[src/design/sorted_event_time_table_unit_defines.svh]
// Assertion macros shared by the event time table RTL.
`ifndef SORTED_EVENT_TIME_TABLE_UNIT_DEFINES_SVH
`define SORTED_EVENT_TIME_TABLE_UNIT_DEFINES_SVH

// Same-cycle implication, disabled while reset is asserted.
`define SETT_ASSERT_IMPL(name, clock, rstn, ante, cons, msg) \
    name: assert property (@(posedge clock) disable iff (!(rstn)) (ante) |-> (cons)) \
        else $error(msg);

// Next-cycle implication, disabled while reset is asserted.
`define SETT_ASSERT_NEXT(name, clock, rstn, ante, cons, msg) \
    name: assert property (@(posedge clock) disable iff (!(rstn)) (ante) |=> (cons)) \
        else $error(msg);

`endif

[src/design/sett_pkg.sv]
// Shared types and constants of the sorted event time table.
package sett_pkg;

    localparam int DEF_TABLE_DEPTH = 1024;
    localparam int DEF_TIME_WIDTH  = 32;

    localparam int MODE_W   = 3;
    localparam int KEY_W    = 32;
    localparam int TAG_W    = 32;
    localparam int STATUS_W = 2;
    localparam int POS_W    = 11;

    typedef enum logic [MODE_W-1:0] {
        OP_INSERT    = 3'd0,
        OP_REM_TIME  = 3'd1,
        OP_REM_TAG   = 3'd2,
        OP_FIND_TIME = 3'd3,
        OP_FIND_TAG  = 3'd4,
        OP_RANGE     = 3'd5,
        OP_CLEAR     = 3'd6
    } mode_t;

    typedef enum logic [STATUS_W-1:0] {
        ST_DONE = 2'd0,
        ST_MISS = 2'd1,
        ST_FULL = 2'd2
    } status_t;

    typedef enum logic [1:0] {
        CELL_KEEP = 2'd0,
        CELL_INS  = 2'd1,
        CELL_DEL  = 2'd2
    } cell_op_t;

    typedef enum logic [1:0] {
        S_IDLE   = 2'd0,
        S_SEARCH = 2'd1,
        S_APPLY  = 2'd2
    } state_t;

    // Per-cell search flags fed to the reduction trees.
    typedef struct packed {
        logic lb_hit;   // valid and (time >= key, or tag == key in tag mode)
        logic eq;       // time == key
        logic ub_hit;   // valid and time > end
    } cell_flags_t;

endpackage

[src/design/sett_cell.sv]
// One table cell: holds one time/tag pair, shifts with its neighbors, flags search hits.
module sett_cell #(
    parameter int TIME_WIDTH = sett_pkg::DEF_TIME_WIDTH,
    parameter int CNTW       = 11,
    parameter int INDEX      = 0
) (
    input  logic                          clk,
    input  sett_pkg::cell_op_t            op,
    input  logic [CNTW-1:0]               pos,
    input  logic [TIME_WIDTH-1:0]         new_time,
    input  logic [sett_pkg::TAG_W-1:0]    new_tag,
    input  logic [TIME_WIDTH-1:0]         left_time,
    input  logic [sett_pkg::TAG_W-1:0]    left_tag,
    input  logic [TIME_WIDTH-1:0]         right_time,
    input  logic [sett_pkg::TAG_W-1:0]    right_tag,
    input  logic [TIME_WIDTH-1:0]         key_time,
    input  logic [TIME_WIDTH-1:0]         end_time,
    input  logic [sett_pkg::TAG_W-1:0]    key_tag,
    input  logic                          tag_search,
    input  logic [CNTW-1:0]               count,
    output logic [TIME_WIDTH-1:0]         time_q,
    output logic [sett_pkg::TAG_W-1:0]    tag_q,
    output sett_pkg::cell_flags_t         flags
);

    localparam logic [CNTW-1:0] MY_IDX = CNTW'(INDEX);

    logic [TIME_WIDTH-1:0]      time_reg, time_next;
    logic [sett_pkg::TAG_W-1:0] tag_reg, tag_next;
    logic                       occupied;

    always_comb
    begin
        time_next = time_reg;
        tag_next  = tag_reg;
        case (op)
            sett_pkg::CELL_INS:
            begin
                if (MY_IDX > pos)
                begin
                    time_next = left_time;
                    tag_next  = left_tag;
                end
                else if (MY_IDX == pos)
                begin
                    time_next = new_time;
                    tag_next  = new_tag;
                end
            end
            sett_pkg::CELL_DEL:
            begin
                if (MY_IDX >= pos)
                begin
                    time_next = right_time;
                    tag_next  = right_tag;
                end
            end
            default:
            begin
                time_next = time_reg;
                tag_next  = tag_reg;
            end
        endcase
    end

    always_ff @(posedge clk)
    begin
        time_reg <= time_next;
        tag_reg  <= tag_next;
    end

    assign occupied     = MY_IDX < count;
    assign flags.lb_hit = occupied && (tag_search ? (tag_reg == key_tag) : (time_reg >= key_time));
    assign flags.eq     = time_reg == key_time;
    assign flags.ub_hit = occupied && (time_reg > end_time);

    assign time_q = time_reg;
    assign tag_q  = tag_reg;

endmodule

[config.mk]
export PLATFORM = sky130hd
export DESIGN_NAME = sett_cell
export DESIGN_NICKNAME = d
export VERILOG_FILES = /design/src/design/sorted_event_time_table_unit_defines.svh /design/src/design/sett_pkg.sv /design/src/design/sett_cell.sv
export SDC_FILE = /design/constraint.sdc
export NUM_CORES = 1
export LEC_CHECK = 0
export ABC_CLOCK_PERIOD_IN_PS = 3600
export BUFFER_PORTS_ARGS = -buffer_cell sky130_fd_sc_hd__buf_2
export CORE_AREA = 4 4 147 149
export CTS_CLUSTER_SIZE = 20
export DETAILED_ROUTE_END_ITERATION = 10
export DIE_AREA = 0 0 151 153
export PLACE_DENSITY = 0.5
export SYNTH_ARGS = -nofsm -noshare
export SYNTH_HDL_FRONTEND = slang
export SYNTH_SLANG_ARGS = --single-unit
[constraint.sdc]
create_clock -name clk -period 3.6 [get_ports clk]
set_clock_uncertainty 0.2 [all_clocks]
set_input_delay 0.36 -clock clk [delete_from_list [all_inputs] [get_ports clk]]
set_output_delay 0.36 -clock clk [all_outputs]
set_load 0.02 [all_outputs]
=== Word-level counts from Yosys, hierarchy flattened ===
Cells that the tools add are included.

* Flip-flop bits (word level): 64
* Latch bits: 0
* RAM bits: 0
* Bits in read-only memories: 0
* Bits of input ports: 314
* Output and inout port bits: 67
* Logic and storage cells: 27
* Memories kept: 0

* $add $sub $neg: 0
* Multipliers: 0
* Div/mod/pow operators: 0
* Magnitude comparators: 5
* Equal/unequal tests: 6
* Shifts and indexed selects: 0
* Mux-type cells: 9
* Bitwise logic cells: 0
* Reduce and logical (&&, ||, !) cells: 5

{| class="wikitable"
|+ Operator list
! kind !! number
|-
| $mux 32 || 6
|-
| $pmux 32 s2 || 2
|-
| $eq 32x32->1 || 2
|-
| $ge 32x32->1 || 1
|-
| $gt 32x32->1 || 1
|-
| $ge 1x11->1 const A || 1
|-
| $gt 1x11->1 const A || 1
|-
| $logic_not 11->1 || 1
|-
| $lt 1x11->1 const A || 1
|-
| $ne 3x3->1 const B || 1
|-
| $reduce_and 3->1 || 1
|-
| $eq 2x1->1 const B || 1
|-
| $eq 2x2->1 const B || 1
|-
| $logic_and 1x1->1 || 2
|-
| $ne 2x2->1 const B || 1
|-
| $reduce_bool 2->1 || 1
|-
| $mux 1 || 1
|}

=== Longest topological paths before layout ===
Gate-level depths: netlist of run 1.

* Word-level depth: 4
* Gate-level depth with buffers: 8
* Mapped depth without buffers: 8

=== Least setup slack after synthesis of run 1 ===
OpenSTA, ideal clock, no wires.

* Path kind: flip-flop to output port
* Start point: register time_reg[31] (netlist: time_q[31])
* End point: output flags[2] (netlist bit)
* Arrival: 2.424 ns
* Required time: 3.040 ns
* Setup slack: 0.616 ns
* Cell stages (with the launch flop): 8
* Buffers on the path: 0
* Path through: edfxtp_1 > ha_1 > nand4_1 > nor4_1 > nand2_1 > nor2_1 > a2111oi_0 > a221oi_1

{| class="wikitable"
|+ RTL lines
! element !! RTL line !! RTL
|-
| from (decl) || sett_cell.sv:28 || <nowiki>logic [TIME_WIDTH-1:0] time_reg, time_next;</nowiki>
|-
| from (signal assigned) || sett_cell.sv:68 || <nowiki>time_reg <= time_next;</nowiki>
|-
| to (decl) || sett_cell.sv:23 || <nowiki>output sett_pkg::cell_flags_t flags</nowiki>
|}

==> results.json, run 1 <==
{
  "tns_ns": 0,
  "crit_type": "register to primary output",
  "ys_warn_count": 0,
  "cts_max_path_buffers": 2,
  "worst_slew_pin_slew_ns": 0.499,
  "track_usage_pct": 13.5,
  "layout_commonest_cell": "buf_2",
  "end_kind": "primary output",
  "setup_violations": 0,
  "dieHeight_um": 153,
  "rows": 52,
  "first_global_vias": 4389,
  "cts_buffers": 9,
  "ys_seq_area_share_pct": 41.0,
  "hp-class": "input port to register",
  "vias_per_cell": 4.24,
  "ys_types": 28,
  "finalCritPeriodShare_pct": 89.5,
  "antenna_found_initial": 1,
  "holdPathStages": 2,
  "die_width_um": 151,
  "synth_edf_count": 64,
  "cp.arrival_ns": 2.66,
  "first_pass_iters": 4,
  "ios": 381,
  "drive_above_1_share_pct": 54.2,
  "grt_max_degree": 38,
  "htree_levels": 3,
  "core-area_um2": 20200,
  "nets": 1116,
  "gp_congestion": 0.753,
  "slew_viol_final": 0,
  "drt-total-wl_um": 16200,
  "synth.net_count": 791,
  "syn_inst": 413,
  "dieArea_um2": 23100,
  "cts_tree": "built",
  "drcViolationCount": 0,
  "drtAntennaViolNets": 0,
  "max_freq_mhz": 310,
  "vias": 4295,
  "final_cell_mix": "316 x buf_2, 65 x inv_1, 64 x mux2_2, 64 x ha_1, 64 x edfxtp_1",
  "rsz0062_at_grt": "false",
  "crit_required_ns": 3.04,
  "run_status": "finished, final reports clean",
  "root_buffer": "clkbuf_16",
  "hold_buffers": 0,
  "synthToLayoutAreaGrowth_pct": 48.6,
  "cap_violations": 0,
  "fill_cells": 2110,
  "grt_pass1_wl_um": 23500,
  "leakage_nw": 3.38,
  "stdcell_area_um2": 6970,
  "cts_setup_buffers": 0,
  "power_density_nw_per_um2": 314,
  "vdd_drop_max_mv": 0.205,
  "start_kind": "register",
  "ctsResizeCount": 0,
  "syn-cell-area_um2": 4690,
  "place_area_um2": 6630,
  "synth_seq_cells": 64,
  "grt_overflow": 0,
  "numPortBuffers": 316,
  "min_period_ns": 3.22,
  "wl_per_cell_um": 16.0,
  "worstPathMaxFanout": 3,
  "synth_flop_cell": "edfxtp_1",
  "hold_viol_final": 0,
  "numClockSinks": 64,
  "n_antenna_cell": 0,
  "initial_core_util_pct": 23.3,
  "relSlewSlack_pct": 66.4,
  "dp_hpwl_um": 14400,
  "drt-initial-drc-count": 44,
  "cts.clk_slew.worst_paths_ns": 0.06,
  "async_reset_ff_share_pct": 0,
  "postSynthAreaPerCell_um2": 11.4
}
==> area by class of cell <==
type	count	area, um2	share of cell area [%]
repair buffers	321	1620	23.2
clock buffers	9	225	3.23
flip-flops and latches	64	1920	27.6
multi-input cells	277	2500	35.9
clock inverters	7	119	1.70
well taps	270	338	4.85
inverters	65	244	3.50
==> metrics by stage <==
step | util (%) | setup WS, ns | hold slack (ns) | instances | power, mW
final | 34.6 | 0.378 | 0.123 | 1013 | 2.19
after global routing | 34.6 | 0.00665 | 0.105 | 1013 | 2.30
after CTS | 34.6 | 0.255 | 0.102 | 1013 | 2.24
after detailed placement | 32.9 | 0.585 | 0.464 | 997 | 1.18
after global placement | 32.9 | 0.579 | 0.463 | 997 | 1.18
after floorplan | - | 0.616 | 0.380 | 413 | 1.00
==> per-layer routing <==
layer,vias to the layer above,part of all wire (%),track usage (%)
li1,2163,-,-
met5,-,0.080,0
met3,16,9.3,4.44
met1,1914,37,14.8
met4,2,1.3,3.58
met2,200,52,24.6
==> cell usage after synthesis, types with 5 or more instances <==
master / count / share of area, %
a21o_1: 7 / 1.1
a21oi_1: 21 / 2.2
buf_2: 6 / 0.64
edfxtp_1: 64 / 41
ha_1: 64 / 17
inv_1: 65 / 5.2
mux2_2: 64 / 15
nand2_1: 16 / 1.3
nand3_1: 5 / 0.53
nand4_1: 18 / 2.4
nor2_1: 7 / 0.56
nor4_1: 10 / 1.3
o21ai_1: 5 / 0.53
xnor2_1: 33 / 6.2
==> state kept, by name (all words and copies together), names as in the netlist <==
register  count
tag_q        32
time_q       32
==> worst max-delay path: stages, from the launching register on <==
cell and delay, ns:
edfxtp_1 0.42, ha_1 0.33, nand4_1 0.21, nor4_1 0.50
nand2_1 0.09, nor2_1 0.20, a2111oi_0 0.11, a221oi_1 0.24
buf_2 0.22
==> final timing paths <==
| check | from | endpoint | slack (ns) |
|---|---|---|---|
| setup / recovery | time_q[29] | flags[2] | 0.38 |
| hold / removal | new_tag[21] | tag_q[21] | 0.12 |
==> logic make-up after synthesis <==
logic type	count (synthesis)	synth area share, %
multiplexers	64	15.4
XOR/XNOR	33	6.16
adder cells (fa/ha/maj)	64	17.1
AO/OA/AOI/OAI	49	6.77
flip-flops	64	41.0
buffers and inverters	72	5.92
AND/OR/NAND/NOR	67	7.76
==> where the power goes <==
group	switching [mW]	internal, mW
clock	0.351	0.678
sequential	0.000219	0.826
combinational	0.135	0.201
Note: power is estimated with default switching activity, not from simulation.
==> run 2: changes to the inputs <==
--- a/config.mk
+++ b/config.mk
@@ -8,10 +8,12 @@
 export ABC_CLOCK_PERIOD_IN_PS = 3600
 export BUFFER_PORTS_ARGS = -buffer_cell sky130_fd_sc_hd__buf_2
 export CORE_AREA = 4 4 147 149
+export CTS_CLUSTER_DIAMETER = 60
 export CTS_CLUSTER_SIZE = 20
 export DETAILED_ROUTE_END_ITERATION = 10
 export DIE_AREA = 0 0 151 153
 export PLACE_DENSITY = 0.5
+export RECOVER_POWER = 50
 export SYNTH_ARGS = -nofsm -noshare
 export SYNTH_HDL_FRONTEND = slang
 export SYNTH_SLANG_ARGS = --single-unit
==> run 2 against run 1 <==
Sequential power about the same. Worst setup slack improved by 0.018 ns. Final area fell by 1.4%. Critical path type unchanged. Largest cell class unchanged.
==> results.json, run 2 (same netlist as run 1, synthesis figures left out) <==
{
  "worst_slew_pin_slew_ns": 1.42,
  "slew_viol_final": 0,
  "layout_commonest_cell": "buf_2",
  "dieHeight_um": 153,
  "drcViolationCount": 0,
  "crit_required_ns": 3.04,
  "nets": 1116,
  "drtAntennaViolNets": 0,
  "die_width_um": 151,
  "place_ws_ns": 0.585,
  "ios": 381,
  "hold_viol_final": 0,
  "grt_overflow": 0,
  "crit_type": "register to primary output",
  "cts_buffers": 9,
  "track_usage_pct": 13.5,
  "drt-initial-drc-count": 51,
  "grt_pass1_wl_um": 23500,
  "root_buffer": "clkbuf_16",
  "cts_setup_buffers": 0,
  "cp.arrival_ns": 2.64,
  "drive_above_1_share_pct": 44.5,
  "core-area_um2": 20200,
  "cts.clk_slew.worst_paths_ns": 0.06,
  "numPortBuffers": 316,
  "postLayoutSetupSlackWorst_ns": 0.396,
  "initial_core_util_pct": 23.3,
  "rows": 52,
  "relSlewSlack_pct": 5.03,
  "final_cell_mix": "251 x buf_2, 66 x clkbuf_1, 65 x inv_1, 64 x ha_1, 64 x edfxtp_1",
  "vdd_drop_max_mv": 0.205,
  "multi_input_area_um2": 2490,
  "leakage_nw": 3.19,
  "vias_per_cell": 4.24,
  "start_kind": "register",
  "power_density_nw_per_um2": 318,
  "cts_tree": "built",
  "stdcell_area_um2": 6870,
  "rsz0062_at_grt": "false",
  "htree_levels": 3,
  "n_antenna_cell": 0,
  "dp_hpwl_um": 14400,
  "tns_ns": 0,
  "dieArea_um2": 23100,
  "numClockSinks": 64,
  "min_period_ns": 3.20,
  "first_global_vias": 4389,
  "fill_cells": 2139,
  "antenna_found_initial": 1,
  "cts_max_path_buffers": 2,
  "regArea_um2": 1920,
  "hold_buffers": 0,
  "vias": 4294,
  "hold_ws_ns": 0.123,
  "synthToLayoutAreaGrowth_pct": 46.5,
  "wl_per_cell_um": 16.1,
  "hp-class": "input port to register",
  "drt-total-wl_um": 16300,
  "first_pass_iters": 4,
  "end_kind": "primary output",
  "place_area_um2": 6630,
  "cap_violations": 0,
  "run_status": "finished, final reports clean",
  "max_freq_mhz": 312,
  "grt_max_degree": 38,
  "finalCritPeriodShare_pct": 89.0,
  "gp_congestion": 0.753,
  "worstPathMaxFanout": 3,
  "ctsResizeCount": 0,
  "setup_violations": 0
}
run 2: layer usage:
layer	share of wire [%]	wire (um)	GRT usage, %
met5	0.080	13	0
met1	38	6130	14.8
met2	52	8410	24.6
met4	1.3	210	3.58
met3	9.2	1490	4.44
run 2: layout make-up:
cell class | instances | share of cell area, %
well taps | 270 | 4.91
inverters | 65 | 3.55
clock inverters | 7 | 1.73
clock buffers | 9 | 3.28
multi-input cells | 277 | 36.3
repair buffers | 321 | 22.3
flip-flops and latches | 64 | 28.0
run 2: per-stage QoR:
stage                     power [mW]  utilization (%)  instances
after CTS                       2.24             34.6       1013
after global routing            2.30             34.1       1013
final                           2.19             34.1       1013
after floorplan                 1.00                -        413
after detailed placement        1.18             32.9        997
after global placement          1.18             32.9        997
run 2: power by group:
group | switching [mW] | internal, mW | leakage [nW] | total [mW]
Clock | 0.351 | 0.678 | 0.164 | 1.03
Sequential | 0.000228 | 0.826 | 0.575 | 0.826
Combinational | 0.135 | 0.200 | 2.45 | 0.334
run 2: final timing paths:
check / from / to / slack, ns / cells past startpoint
setup / recovery: time_q[29] / flags[2] / 0.40 / 8
hold / removal: new_tag[21] / tag_q[21] / 0.12 / 2
run 2: worst max-delay path: stages, from the launching register on:
cell and delay, ns:
edfxtp_1 0.42, ha_1 0.33, nand4_1 0.21, nor4_1 0.49, nand2_1 0.09, nor2_1 0.20
a2111oi_0 0.11, a221oi_1 0.24, buf_2 0.22
